**config.mk**
```make
export PLATFORM = sky130hd
export DESIGN_NAME = msd_ram
export DESIGN_NICKNAME = d
export VERILOG_FILES = /design/src/design/msd_ram.sv
export SDC_FILE = /design/constraint.sdc
export NUM_CORES = 1
export LEC_CHECK = 0
export BUFFER_PORTS_ARGS = -buffer_cell sky130_fd_sc_hd__buf_2
export CAP_MARGIN = 10
export CORE_MARGIN = 1
export CORE_UTILIZATION = 46
export CTS_BUF_LIST = sky130_fd_sc_hd__clkbuf_8
export CTS_CLUSTER_SIZE = 25
export DETAILED_ROUTE_END_ITERATION = 10
export GPL_ROUTABILITY_DRIVEN = 0
export GPL_TIMING_DRIVEN = 0
export SYNTH_ARGS = -nofsm -noshare
export SYNTH_HDL_FRONTEND = slang
export SYNTH_SLANG_ARGS = --single-unit
export TNS_END_PERCENT = 30
```
**constraint.sdc**
```tcl
create_clock -name aclk -period 2.5 [get_ports aclk]
set_clock_uncertainty 0.2 [all_clocks]
set_input_delay 0.5 -clock aclk [delete_from_list [all_inputs] [get_ports aclk]]
set_output_delay 0.5 -clock aclk [all_outputs]
set_load 0.1 [all_outputs]
```
**src/design/msd_ram.sv**
```systemverilog
// ---------------------------------------------------------------------------
// msd_ram
// Generic single write, single read RAM with registered read data.
// ---------------------------------------------------------------------------
module msd_ram #(
    parameter int WIDTH = 8,
    parameter int DEPTH = 16
) (
    input  logic                     aclk,
    input  logic                     we,
    input  logic [$clog2(DEPTH)-1:0] waddr,
    input  logic [WIDTH-1:0]         wdata,
    input  logic [$clog2(DEPTH)-1:0] raddr,
    output logic [WIDTH-1:0]         rdata
);

    logic [WIDTH-1:0] mem [DEPTH];

    always_ff @(posedge aclk) begin
        if (we) begin
            mem[waddr] <= wdata;
        end
        rdata <= mem[raddr];
    end

endmodule

```
==> results.yml <==
synthesis:
  avgSynthCellArea_sq_um: 22.5
  synth_area_sq_um: 5150
  seq_area_frac_synth: 0.778
  yosys-top-cells-area: "edfxtp_1, mux4_2, mux4_1, dfxtp_1, a22oi_1"
  syn_inst: 229
  synth_top_cell_by_area: "edfxtp_1"
  synth.distinct_cells: 19
  synth_seq_cells: 136
  yosysTopAreaCellShare: 0.747
  syn_nets: 247
  synth_warnings: 0
detailed_routing:
  finalWirelength_um: 9550
  drt_pass1_iterations: 4
  routedWlPerCell_um: 22.3
  ant_nets: 0
  dr.first_iter.drc_count: 134
  via_per_inst: 5.54
  vias: 2369
  route.detailed.drc: 0
cts:
  cts_tree: "built"
  numClockSinks: 136
  ctsHoldBuffers: 0
  cts-root-buf: "clkbuf_8"
  clock_latency_ns: 0.43
  post_cts_buffers: 0
  clk_pin_slew_ns: 0.07
  ctsLongestPathBuffers: 2
  h-tree-depth: 4
  cts_resized: 0
  cts_made_buffers: 17
pwr:
  total_power_uw: 4630
  pwr_density_cell_nw_per_um2: 793
  p_leak_uw: 0.00196
  irDropWorstVdd_mv: 0.308
floorplan:
  die_x_um: 108
  coreArea_sq_um: 10900
  row_count: 38
  initial_core_util: 0.473
  die_y_um: 108
  num_io_pins: 26
  dieArea_sq_um: 11600
min_path:
  hold-path-cell-count: 1
  hold_path_class: "in2reg"
  min_from: "wdata[6]"
  hold_end: "mem[14][6]"
sta:
  setup_violations: 0
  relSlewSlack: 0.136
  slew_viol_final: 0
  rsz0062_at_grt: "false"
  period_needed_ns: 1.96
  fin_crit_sh: 0.782
  fmax_mhz: 511
  worst-slew-pin-transition_ns: 1.29
  final_hold_viol_count: 0
global_route:
  grt_pass1_wl_um: 14300
  groute.usage.overall: 0.187
  antenna_found_initial: 0
  grt_start_max_net_pins: 17
  first_global_vias: 2366
  overflow: 0
critical_path:
  cp-end-kind: "flip-flop"
  r2r_end: "rdata[4]"
  crit_fanout: 8
  reg2regPathDepth: 3
  crit_chain: "buf_2 -> or3b_2 -> nor2_1"
  critPathLaunchType: "input port"
  critical_path.startpoint: "waddr[2]"
  ff2ff_setup_slack_ns: 0.87
  critPathSlowestCell: "nor2_1"
  worst_ep_required_time_ns: 2.35
  rr_startpoint: "mem[3][4]"
  arrival_ns: 1.81
  slowest_delay_ns: 0.66
  worstSetupPathType: "in2reg"
run_status:
  status: "finished, final reports clean"
cells_and_area:
  final_area_sq_um: 5840
  area_growth_pct: 13.5
  nets: 293
  n_antenna_cell: 0
  drive_gt1_frac: 0.281
placement:
  io_buffers: 24
  hpwlAfterDp_um: 6110
  placedInstanceArea_sq_um: 5460
flow_run:
  drv_cap: 0
[worst max path at each step]
stage / to / slack [ns] / cells past startpoint
6_report: mem[1][0] / 0.54 / 3
5_1_grt: mem[1][0] / 0.52 / 3
4_1_cts: mem[4][1] / 0.54 / 3
3_5_place_dp: mem[4][0] / 0.07 / 3
3_3_place_gp: mem[0][7] / -0.29 / 3
2_1_floorplan: mem[0][0] / 0.31 / 2
[sequential cells by signal (all words and copies together), names as in the netlist]
| name | count |
|---|---|
| mem | 128 |
| rdata | 8 |
[metal layers]
layer / wire length [um] / GRT usage
met1: 4090 / 0.260
met2: 4680 / 0.277
met3: 665 / 0.0563
met4: 111 / 0.0793
met5: 0 / 0
[through the flow]
stage / utilization / setup WS (ns) / hold WS [ns] / std cells / setup TNS, ns
after floorplan: - / 0.307 / 0.399 / 229 / 0
after global placement: 0.500 / -0.290 / 0.460 / 393 / -2.59
after detailed placement: 0.501 / 0.0722 / 0.475 / 395 / 0
after CTS: 0.536 / 0.541 / 0.243 / 427 / 0
after global routing: 0.536 / 0.524 / 0.256 / 428 / 0
final: 0.536 / 0.544 / 0.272 / 428 / 0
[logic make-up (layout without fill, tap and decap cells)]
kind of cell           after synthesis  count (layout)  share of synthesized area
muxes                               32              32                      0.150
AOI/OAI and AO/OA                   16              16                     0.0233
DFF                                136             136                      0.778
and+or+nand+nor                     35              35                     0.0318
buffers and inverters               10              69                     0.0168
[area by class of cell]
class | instances | area [sq um]
Fill cell | 831 | 5050
Sequential cell | 136 | 4000
Multi-Input combinational cell | 83 | 1060
Clock buffer | 17 | 234
Tap cell | 140 | 175
Clock inverter | 15 | 144
Timing Repair Buffer | 27 | 140
Buffer | 10 | 86.3
[Yosys cell counts]
cell             instances
a22oi_1                 16
and2_1                   1
and2b_1                  1
buf_2                    3
buf_4                    1
buf_6                    3
clkdlybuf4s25_2          3
dfxtp_1                  8
edfxtp_1               128
mux4_1                  14
mux4_2                  18
nand2_1                  9
nand2b_1                 2
nand3_1                  1
nand3b_1                 2
nor2_1                  13
nor2b_1                  1
nor3_1                   4
or3b_2                   1
[cell usage in the layout (no fill, tap or decap), drive strengths merged, types with 2 or more instances in the layout]
master         count
mux4              32
clkbuf            18
buf               33
nand3b             2
nand2b             2
clkinv             8
nor2              13
a22oi             16
clkdlybuf4s25      3
edfxtp           128
nor3               4
inv                3
nand2              9
dfxtp              8
bufinv             3
[critical path: cells and delay by family]
| family | cells | cell delay (ns) |
|---|---|---|
| and+or+nand+nor | 2 | 1.19 |
| buffers and inverters | 1 | 0.11 |
[power breakdown]
part | internal (uW) | switching [uW]
combinational | 102 | 250
sequential | 2550 | 10.6
clock | 952 | 770
total | 3600 | 1030
Note: power is estimated with default switching activity, not from simulation.
