## config.mk

```make
export PLATFORM = sky130hd
export DESIGN_NAME = msd_div
export DESIGN_NICKNAME = d
export VERILOG_FILES = /design/src/design/msd_pkg.sv /design/src/design/msd_div.sv
export SDC_FILE = /design/constraint.sdc
export NUM_CORES = 1
export LEC_CHECK = 0
export BUFFER_PORTS_ARGS = -buffer_cell sky130_fd_sc_hd__buf_2
export CAP_MARGIN = 20
export CORE_MARGIN = 10
export CORE_UTILIZATION = 51
export DETAILED_ROUTE_END_ITERATION = 8
export MAX_ROUTING_LAYER = met4
export PLACE_DENSITY_LB_ADDON = 0.3
export SYNTH_ARGS = -nofsm -noshare
export SYNTH_HDL_FRONTEND = slang
export SYNTH_SLANG_ARGS = --single-unit
```

## constraint.sdc

```tcl
create_clock -name aclk -period 3.07 [get_ports aclk]
set_clock_uncertainty 0.2 [all_clocks]
set_input_delay 0.1535 -clock aclk [delete_from_list [all_inputs] [get_ports aclk]]
set_output_delay 0.1535 -clock aclk [all_outputs]
set_load 0.01 [all_outputs]
```

## src/design/msd_pkg.sv

```systemverilog
// ---------------------------------------------------------------------------
// msd_pkg
// Shared constants and types for the mean squared displacement block.
// ---------------------------------------------------------------------------
package msd_pkg;

    localparam int MAX_FRAMES    = 1024;
    localparam int MAX_MOLECULES = 16;
    localparam int MAX_LAG       = 64;
    localparam int COORD_W       = 24;

    localparam int FRAME_W = $clog2(MAX_FRAMES);
    localparam int FCNT_W  = FRAME_W + 1;
    localparam int SLOT_W  = $clog2(MAX_MOLECULES);
    localparam int ADDR_W  = FRAME_W + SLOT_W;
    localparam int DEPTH   = MAX_FRAMES * MAX_MOLECULES;

    localparam int MC_W   = 5;
    localparam int LAG_W  = 7;
    localparam int SUM_W  = 64;
    localparam int MSD_W  = 48;
    localparam int DIFF_W = COORD_W + 1;
    localparam int SQ_W   = 2 * DIFF_W;
    localparam int DIV_W  = FRAME_W + MC_W;

    localparam int CFG_ADDR_W = 2;
    localparam int CFG_DATA_W = 7;

    localparam logic [CFG_ADDR_W-1:0] REG_MOLECULE_COUNT    = 2'd0;
    localparam logic [CFG_ADDR_W-1:0] REG_MAX_LAG           = 2'd1;
    localparam logic [CFG_ADDR_W-1:0] REG_THREE_DIMENSIONAL = 2'd2;

    typedef struct packed {
        logic start;
    } div_ctrl_t;

    typedef struct packed {
        logic busy;
        logic done;
    } div_stat_t;

endpackage

```

## src/design/msd_div.sv

```systemverilog
// ---------------------------------------------------------------------------
// msd_div
// Restoring divider, one quotient bit per cycle.
// ---------------------------------------------------------------------------
module msd_div (
    input  logic                              aclk,
    input  logic                              aresetn,
    input  msd_pkg::div_ctrl_t                ctrl,
    input  logic [msd_pkg::SUM_W-1:0]         dividend,
    input  logic [msd_pkg::DIV_W-1:0]         divisor,
    output msd_pkg::div_stat_t                stat,
    output logic [msd_pkg::SUM_W-1:0]         quotient
);

    localparam int CNT_W = $clog2(msd_pkg::SUM_W);

    logic                          busy_reg, busy_next;
    logic                          done_reg, done_next;
    logic [CNT_W-1:0]              cnt_reg, cnt_next;
    logic [msd_pkg::SUM_W-1:0]     quot_reg, quot_next;
    logic [msd_pkg::DIV_W-1:0]     rem_reg, rem_next;
    logic [msd_pkg::DIV_W:0]       shifted;
    logic                          ge;

    always_comb begin
        shifted   = {rem_reg, quot_reg[msd_pkg::SUM_W-1]};
        ge        = shifted >= {1'b0, divisor};
        busy_next = busy_reg;
        done_next = 1'b0;
        cnt_next  = cnt_reg;
        quot_next = quot_reg;
        rem_next  = rem_reg;
        if (ctrl.start) begin
            busy_next = 1'b1;
            cnt_next  = '0;
            quot_next = dividend;
            rem_next  = '0;
        end else if (busy_reg) begin
            rem_next  = ge ? msd_pkg::DIV_W'(shifted - {1'b0, divisor})
                           : shifted[msd_pkg::DIV_W-1:0];
            quot_next = {quot_reg[msd_pkg::SUM_W-2:0], ge};
            cnt_next  = cnt_reg + 1'b1;
            if (cnt_reg == CNT_W'(msd_pkg::SUM_W - 1)) begin
                busy_next = 1'b0;
                done_next = 1'b1;
            end
        end
    end

    always_ff @(posedge aclk) begin
        if (!aresetn) begin
            busy_reg <= 1'b0;
            done_reg <= 1'b0;
            cnt_reg  <= '0;
        end else begin
            busy_reg <= busy_next;
            done_reg <= done_next;
            cnt_reg  <= cnt_next;
        end
        quot_reg <= quot_next;
        rem_reg  <= rem_next;
    end

    assign stat.busy = busy_reg;
    assign stat.done = done_reg;
    assign quotient  = quot_reg;

endmodule

```

==> metrics.yaml, run 1 <==
logic_synthesis:
  synthesis.nets: 460
  synth_area_per_cell_um2: 12.7
  synth-edff-count: 64
  synth.area.top_cells: "edfxtp_1, mux2_2, dfxtp_1"
  netlist_instances: 361
  synthDominantCellAreaShare_pct: 42.0
  synthTopCellsByCount: "edfxtp_1, mux2_2, nor2_1, dfxtp_1, inv_1"
  synth.yosys.warnings: 0
  netlist_area_mm2: 0.00458
  ys_ff_latch: 87
  synth_seq_area_share_pct: 52.1
  ys.flop_type: "edfxtp_1"
  synthDistinctLibCells: 53
  async_flop_share_pct: 0
  yosys.area.top_type: "edfxtp_1"
pwr:
  leakage_nw: 2.72
  powerDensity_mw_per_mm2: 479
  finalPower_mw: 2.98
  max-vdd-ir-drop_v: 0.000327
floorplanning:
  core_region_area_mm2: 0.00872
  row_count: 34
  dieArea_mm2: 0.0132
  pin_count: 148
  initial_core_util_pct: 52.5
  die_w_um: 115
  die_y_um: 115
sta:
  drv_slew: 0
  timing.hold.ws_ns: 0.0276
  setup_viol: 0
  relSlewSlack_pct: 68.0
  period_share_pct: 92.8
  tightestPinTransition_ns: 0.468
  rsz0062_at_grt: "false"
  timing.fmax_ghz: 0.351
  setup_tns_ns: 0
  worst_slack_ns: 0.220
  fin_crit_ns: 2.85
  hold_viol_final: 0
place:
  port_buffers: 147
  place_area_mm2: 0.00538
  dp_slack_ns: 0.246
  post-dp-hpwl_um: 8710
  place_inst: 605
  gp_congestion: 0.816
routing:
  dr.pass1.iters: 5
  drc: 0
  wl_um: 13000
  via_count: 3650
  ant_nets: 0
  drtIter0Drc: 174
  wl_per_cell_um: 18.9
  vias_per_cell: 5.31
critical_path:
  crit_chain: "inv_1 > ha_1 > fa_1 > nand2b_1 > a2111oi_0 > a211o_1 > mux2i_1 > xnor2_1 > mux2i_1 > a211oi_1"
  reg2reg_depth: 10
  required_ns: 3.13
  crit_buf_inv: 1
  crit_end: "rem_reg[14]"
  max_stage_delay_ns: 0.46
  slowest_stage: "a2111oi_0"
  setup.worst_path.class: "reg2reg"
  start_kind: "register"
  reg2reg_slack_ns: 0.22
  r2r-start: "quotient[63]"
  path_delay_family: "compound AO/OA/AOI/OAI gates"
  path_common_cell: "mux2i_1"
  crit_start: "quotient[63]"
  rr_endpoint: "rem_reg[14]"
  cp_max_fo: 3
  crit_arrival_ns: 2.91
  end_kind: "register"
  cp.depth: 10
cells_and_area:
  area_growth_pct: 36.0
  largest_register_ff_count: 64
  fin_cells: 687
  utilization_pct: 71.4
  fin_nets: 672
  final_area_mm2: 0.00622
  drive_above_1_share_pct: 42.2
cts:
  cts.clk_slew.worst_paths_ns: 0.09
  htree_levels: 3
  cts_sinks: 87
  postCtsHoldBufs: 65
  numCtsBuffers: 9
  clk_path_buf_depth: 2
  cts_resized: 0
  clock_latency_ns: 0.34
  cts_setup_buffers: 0
  cts_root_buffer: "clkbuf_8"
  cts_tree: "yes"
grt:
  antenna_found_initial: 1
  grt_max_degree: 49
  grt_usage_pct: 20.0
  overflow: 0
  grt_pass1_wl_um: 20400
  grt_pass1_vias: 3991
min_path:
  hp-class: "in2reg"
outcome:
  outcome: "finished clean"
flow_run:
  drv_cap: 0
worst reg2reg max path, delay by kind of cell, from the launching register on:
kind            cells  cell delay, ns
compound gates      3            0.89
xor+xnor            1            0.14
fa+ha+maj           2            0.64
buf+inv             1            0.06
flops               1            0.36
mux                 2            0.32
simple gates        1            0.17
routing by layer:
metal	up-vias	share of wire (%)	global-route usage, %
met5	-	0	-
met4	0	2.2	6.68
met3	25	6.8	5.71
met2	130	52	33.7
met1	1734	39	22.3
li1	1761	-	-
worst min-delay path by stage:
stage	start	end	slack, ns	cells past startpoint
CTS	ctrl	rem_reg[14]	0.0008	2
global placement	aresetn	busy_reg	0.20	2
floorplan	aresetn	busy_reg	0.08	1
global route	ctrl	rem_reg[9]	0.03	2
detailed placement	aresetn	busy_reg	0.21	2
finish	ctrl	rem_reg[14]	0.03	2
placed cells by master (no fill, tap or decap), types with 2 or more instances in the layout:
cell,count
a211o_1,2
a211oi_1,10
a21o_1,8
a21oi_1,11
and3_1,2
buf_2,147
buf_4,5
clkbuf_8,11
clkinvlp_4,2
dfxtp_1,23
dlygate4sd3_1,65
edfxtp_1,64
ha_1,16
inv_1,19
mux2_2,64
mux2i_1,14
nand2_1,14
nand2b_1,4
nand3_1,5
nand4_1,6
nor2_1,28
nor2b_1,3
nor3_1,3
o21a_1,3
o21ai_0,5
o21ai_4,2
o31ai_1,2
or3_1,2
xnor2_1,8
xor2_1,6
where the power goes:
part / switching [mW] / leakage (nW) / internal (mW)
logic: 0.373 / 1.79 / 0.369
clock network: 0.428 / 0.0939 / 0.346
registers: 0.0671 / 0.832 / 1.40
final cells by class:
class / instances / area, um2
inverter: 20 / 75.1
timing repair buffer: 218 / 1440
sequential: 87 / 2380
multi-input combinational: 237 / 1990
antenna: 1 / 2.50
clock inverter: 5 / 40.0
fill: 589 / 2500
clock buffer: 11 / 151
tap: 108 / 135
logic make-up after synthesis:
| logic type | synth area share (%) |
|---|---|
| flip-flops | 52.1 |
| multiplexers | 18.8 |
| AND/OR/NAND/NOR | 7.30 |
| AO/OA/AOI/OAI | 9.95 |
| buffers and inverters | 4.37 |
| adder cells (fa/ha/maj) | 4.81 |
| XOR/XNOR | 2.68 |
Note: power is estimated with default switching activity, not from simulation.
==> run 2: changes to the inputs <==
--- a/config.mk
+++ b/config.mk
@@ -8,9 +8,8 @@
 export BUFFER_PORTS_ARGS = -buffer_cell sky130_fd_sc_hd__buf_2
 export CAP_MARGIN = 20
 export CORE_MARGIN = 10
-export CORE_UTILIZATION = 51
+export CORE_UTILIZATION = 55
 export DETAILED_ROUTE_END_ITERATION = 8
-export MAX_ROUTING_LAYER = met4
 export PLACE_DENSITY_LB_ADDON = 0.3
 export SYNTH_ARGS = -nofsm -noshare
 export SYNTH_HDL_FRONTEND = slang
==> constraint.sdc (replaced) <==
create_clock -name aclk -period 3.5 [get_ports aclk]
set_clock_uncertainty 0.2 [all_clocks]
set_input_delay 0.175 -clock aclk [delete_from_list [all_inputs] [get_ports aclk]]
set_output_delay 0.175 -clock aclk [all_outputs]
set_load 0.01 [all_outputs]
==> metrics.yaml, run 2 (same netlist as run 1, synthesis figures left out) <==
floorplanning:
  die_y_um: 111  # was 115 um
  die_w_um: 111  # was 115 um
  row_count: 33  # was 34
  core_region_area_mm2: 0.00818  # was 0.00872 mm2
  pin_count: 148  # unchanged
  dieArea_mm2: 0.0124  # was 0.0132 mm2
  initial_core_util_pct: 56.0  # was 52.5%
grt:
  antenna_found_initial: 0  # was 1
  grt_usage_pct: 20.9  # was 20.0%
  overflow: 0  # unchanged
  grt_max_degree: 52  # was 49
  grt_pass1_wl_um: 21300  # was 20400 um
  grt_pass1_vias: 4050  # was 3991
critical_path:
  crit_arrival_ns: 2.96  # was 2.91 ns
  reg2reg_depth: 10  # unchanged
  reg2reg_slack_ns: 0.60  # was 0.22 ns
  path_delay_family: "compound AO/OA/AOI/OAI gates"  # unchanged
  max_stage_delay_ns: 0.56  # was 0.46 ns
  required_ns: 3.56  # was 3.13 ns
  start_kind: "register"  # unchanged
  crit_chain: "inv_1 > ha_1 > fa_1 > and2b_1 > o22ai_2 > a21oi_2 > nor2_1 > o21ai_4 > mux2i_1 > a211oi_1"  # was inv_1 > ha_1 > fa_1 > nand2b_1 > a2111oi_0 > a211o_1 > mux2i_1 > xnor2_1 > mux2i_1 > a211oi_1
  slowest_stage: "o21ai_4"  # was a2111oi_0
  r2r-start: "quotient[63]"  # unchanged
  setup.worst_path.class: "reg2reg"  # unchanged
  crit_buf_inv: 1  # unchanged
  rr_endpoint: "rem_reg[12]"  # was rem_reg[14]
  cp_max_fo: 17  # was 3
  end_kind: "register"  # unchanged
  crit_start: "quotient[63]"  # unchanged
sta:
  setup_viol: 0  # unchanged
  hold_viol_final: 0  # unchanged
  drv_slew: 0  # unchanged
  rsz0062_at_grt: "false"  # unchanged
  period_share_pct: 82.7  # was 92.8%
  timing.fmax_ghz: 0.345  # was 0.351 GHz
  relSlewSlack_pct: 55.5  # was 68.0%
  fin_crit_ns: 2.90  # was 2.85 ns
  tightestPinTransition_ns: 0.665  # was 0.468 ns
  setup_tns_ns: 0  # unchanged
cells_and_area:
  nFillCells: 513  # was 589
  drive_above_1_share_pct: 42.0  # was 42.2%
  regArea_mm2: 0.00238  # unchanged
  multiInputGateArea_mm2: 0.00199  # unchanged
  antenna_cells: 0  # was 1
  area_growth_pct: 35.8  # was 36.0%
  fin_nets: 670  # was 672
  utilization_pct: 76.0  # was 71.4%
  final_common_cell: "buf_2"  # unchanged
  most-common-layout-cells: "buf_2, dlygate4sd3_1, mux2_2, edfxtp_1, nor2_1"  # unchanged
  largest_register_ff_count: 64  # unchanged
cts:
  cts_setup_buffers: 0  # unchanged
  cts_tree: "yes"  # unchanged
  cts.clk_slew.worst_paths_ns: 0.09  # about the same
  clock_latency_ns: 0.35  # was 0.34 ns
  numCtsBuffers: 9  # unchanged
  cts_sinks: 87  # unchanged
  cts_resized: 0  # unchanged
  cts_root_buffer: "clkbuf_8"  # unchanged
  clk_path_buf_depth: 2  # unchanged
  htree_levels: 3  # unchanged
min_path:
  whs_path_depth: 3  # was 2
  min_from: "ctrl"  # unchanged
  hp-class: "in2reg"  # unchanged
  timing.hold.worst_endpoint: "rem_reg[13]"  # was rem_reg[14]
pwr:
  max-vdd-ir-drop_v: 0.000287  # was 0.000327 V
  powerDensity_mw_per_mm2: 429  # was 479 mW/mm2
  leakage_nw: 2.72  # about the same
routing:
  ant_nets: 0  # unchanged
  wl_per_cell_um: 19.2  # was 18.9 um
  vias_per_cell: 5.40  # was 5.31
  via_count: 3674  # was 3650
  wl_um: 13100  # was 13000 um
  drc: 0  # unchanged
  drtIter0Drc: 180  # was 174
  dr.pass1.iters: 5  # unchanged
place:
  post-dp-hpwl_um: 8580  # was 8710 um
  gp_congestion: 0.826  # was 0.816
  port_buffers: 147  # unchanged
flow_run:
  drv_cap: 0  # unchanged
outcome:
  outcome: "finished clean"  # unchanged
-- run 2: routing by layer --
metal	global-route usage, %	up-vias	share of wire, %
met5	0	-	0
met4	5.06	0	1.1
met3	7.79	12	7.9
met2	36.1	116	52
met1	23.8	1792	39
li1	-	1754	-
-- run 2: repair_timing --
item	CTS	global route
hold buffers	65	0
hold endpoints to repair	65	0
setup endpoints to repair	0	0
-- run 2: power breakdown --
group	switching (mW)	internal (mW)	total (mW)	leakage [nW]
clock	0.391	0.339	0.731	0.106
combinational	0.325	0.319	0.643	1.78
sequential	0.0632	1.23	1.29	0.832
-- run 2: per-stage QoR --
step | hold WS, ns | power, mW | cells | setup slack (ns) | area [um2]
finish | 0.0765 | 2.66 | 681 | 0.605 | 6210
global route | 0.0910 | 2.79 | 681 | 0.412 | 6210
CTS | 0.0648 | 2.65 | 681 | 0.616 | 6210
detailed placement | 0.232 | 1.88 | 600 | 0.648 | 5360
global placement | 0.235 | 1.86 | 600 | 0.735 | 5360
floorplan | 0.103 | 1.68 | 361 | 0.875 | 4580
-- run 2: worst min-delay path: stages --
cell     delay [ns]
buf_2          0.12
nor2_1         0.14
a221o_1        0.16
-- run 2: area by class of cell --
| type | instances | share of cell area (%) |
|---|---|---|
| timing repair buffer | 216 | 23.0 |
| tap | 105 | 2.11 |
| multi-input combinational | 237 | 32.1 |
| clock buffer | 9 | 1.99 |
| clock inverter | 7 | 1.25 |
| sequential | 87 | 38.3 |
| inverter | 20 | 1.21 |
-- run 2: worst max path at each step --
stage	end	slack, ns	cells past startpoint
after global routing	rem_reg[3]	0.41	10
after global placement	rem_reg[13]	0.74	10
final	rem_reg[12]	0.60	10
after CTS	rem_reg[12]	0.62	10
after detailed placement	rem_reg[12]	0.65	10
after floorplan	rem_reg[13]	0.87	11
==> run 3: changes to the inputs <==
--- a/config.mk
+++ b/config.mk
@@ -8,7 +8,7 @@
 export BUFFER_PORTS_ARGS = -buffer_cell sky130_fd_sc_hd__buf_2
 export CAP_MARGIN = 20
 export CORE_MARGIN = 10
-export CORE_UTILIZATION = 55
+export CORE_UTILIZATION = 51
 export DETAILED_ROUTE_END_ITERATION = 8
 export PLACE_DENSITY_LB_ADDON = 0.3
 export SYNTH_ARGS = -nofsm -noshare
==> constraint.sdc (replaced) <==
create_clock -name aclk -period 3 [get_ports aclk]
set_clock_uncertainty 0.2 [all_clocks]
set_input_delay 0.15 -clock aclk [delete_from_list [all_inputs] [get_ports aclk]]
set_output_delay 0.15 -clock aclk [all_outputs]
set_load 0.01 [all_outputs]
==> metrics.yaml, run 3 (same netlist as run 1, synthesis figures left out) <==
pwr:
  powerDensity_mw_per_mm2: 487  # was 429 mW/mm2
  leakage_nw: 2.71  # was 2.72 nW
  max-vdd-ir-drop_v: 0.000409  # was 0.000287 V
sta:
  hold_viol_final: 0  # unchanged
  fin_crit_ns: 2.83  # was 2.90 ns
  worst_slack_ns: 0.174  # was 0.605 ns
  relSlewSlack_pct: 62.8  # was 55.5%
  tightestPinTransition_ns: 0.551  # was 0.665 ns
  drv_slew: 0  # unchanged
  setup_viol: 0  # unchanged
  period_share_pct: 94.2  # was 82.7%
  rsz0062_at_grt: "false"  # unchanged
  setup_tns_ns: 0  # unchanged
  timing.fmax_ghz: 0.354  # was 0.345 GHz
cells_and_area:
  final_common_cell: "buf_2"  # unchanged
  fin_cells: 686  # was 681
  largest_register_ff_count: 64  # unchanged
  fin_nets: 672  # was 670
  area_growth_pct: 36.3  # was 35.8%
  antenna_cells: 0  # unchanged
  drive_above_1_share_pct: 42.2  # was 42.0%
  most-common-layout-cells: "buf_2, dlygate4sd3_1, mux2_2, edfxtp_1, nor2_1"  # unchanged
  final_area_mm2: 0.00624  # was 0.00621 mm2
critical_path:
  end_kind: "register"  # unchanged
  required_ns: 3.02  # was 3.56 ns
  crit_arrival_ns: 2.84  # was 2.96 ns
  cp_max_fo: 10  # was 17
  setup.worst_path.class: "reg2reg"  # unchanged
  start_kind: "register"  # unchanged
outcome:
  outcome: "finished clean"  # unchanged
place:
  place_inst: 605  # was 600
  port_buffers: 147  # unchanged
  place_area_mm2: 0.00540  # was 0.00536 mm2
  post-dp-hpwl_um: 8930  # was 8580 um
  gp_congestion: 0.782  # was 0.826
  dp_slack_ns: 0.169  # was 0.648 ns
cts:
  cts_root_buffer: "clkbuf_8"  # unchanged
  cts_tree: "yes"  # unchanged
  clk_path_buf_depth: 2  # unchanged
  cts.clk_slew.worst_paths_ns: 0.09  # about the same
  cts_sinks: 87  # unchanged
  cts_setup_buffers: 0  # unchanged
  clock_latency_ns: 0.35  # about the same
  numCtsBuffers: 9  # unchanged
  htree_levels: 3  # unchanged
floorplanning:
  initial_core_util_pct: 52.5  # was 56.0%
  die_y_um: 115  # was 111 um
  die_w_um: 115  # was 111 um
  row_count: 34  # was 33
  dieArea_mm2: 0.0132  # was 0.0124 mm2
  pin_count: 148  # unchanged
  core_region_area_mm2: 0.00872  # was 0.00818 mm2
routing:
  drc: 0  # unchanged
  wl_um: 13300  # was 13100 um
  ant_nets: 0  # unchanged
  dr.pass1.iters: 6  # was 5
  vias_per_cell: 5.35  # was 5.40
  via_count: 3671  # was 3674
  drtIter0Drc: 154  # was 180
  wl_per_cell_um: 19.4  # was 19.2 um
flow_run:
  drv_cap: 0  # unchanged
grt:
  grt_max_degree: 43  # was 52
  overflow: 0  # unchanged
  grt_pass1_wl_um: 20900  # was 21300 um
  grt_usage_pct: 19.9  # was 20.9%
  grt_pass1_vias: 4006  # was 4050
  antenna_found_initial: 0  # unchanged
min_path:
  hp-class: "in2reg"  # unchanged
[run 3: changes by cell type in the layout (fill, tap and decap cells not counted), sizes merged]
cell	change
clkbuf	+1
clkinvlp	+4
inv	-2
buf	+2
bufinv	-1
clkinv	-2
[run 3: power by group]
| group | internal (mW) | switching (mW) | total [mW] |
|---|---|---|---|
| combinational | 0.384 | 0.382 | 0.766 |
| sequential | 1.43 | 0.0724 | 1.50 |
| clock | 0.325 | 0.442 | 0.767 |
[run 3: critical path: stages, from the launching register on]
cell and delay, ns:
edfxtp_1 0.36, inv_1 0.06, ha_1 0.20, fa_1 0.43, and2b_1 0.25, o22ai_2 0.11, a21oi_2 0.15, nor2_1 0.09
o21ai_4 0.36, buf_12 0.19, mux2i_1 0.20, a211oi_1 0.09
[run 3: path summary, 6_finish.rpt]
kind / slack, ns / to / from / depth (start not counted)
max: 0.17 / rem_reg[8] / quotient[63] / 11
min: 0.1 / rem_reg[0] / divisor[0] / 4
max reg2reg: 0.17 / rem_reg[8] / quotient[63] / 11
min reg2reg: 0.29 / cnt_reg[5] / cnt_reg[5] / 2
[run 3: per-stage QoR]
| step | util (%) | total power [mW] | hold slack [ns] |
|---|---|---|---|
| floorplan | - | 1.96 | 0.0782 |
| global placement | 62.0 | 2.19 | 0.175 |
| detailed placement | 62.0 | 2.21 | 0.187 |
| CTS | 71.5 | 3.04 | 0.0850 |
| global route | 71.5 | 3.17 | 0.109 |
| finish | 71.5 | 3.04 | 0.0973 |
[run 3: timing repair]
item | in CTS | in global routing
hold buffers | 65 | 0
gates resized for setup | 0 | 1
endpoints found under the setup margin | 0 | 1
endpoints found under the hold margin | 70 | 0
[run 3: area by class of cell]
type,count,area (um2)
fillers,591,2480
flip-flops and latches,87,2380
multi-input cells,237,1990
repair buffers,218,1470
clock buffers,10,138
well taps,108,135
inverters,20,75.1
clock inverters,6,43.8
[run 3: per-layer routing]
layer  vias to the layer above  track usage [%]  routed length [um]
li1                       1765                -                   -
met5                         -                0                   0
met3                        24             7.13                 964
met2                       121             34.7                7020
met1                      1761             22.2                5070
met4                         0             6.19                 265
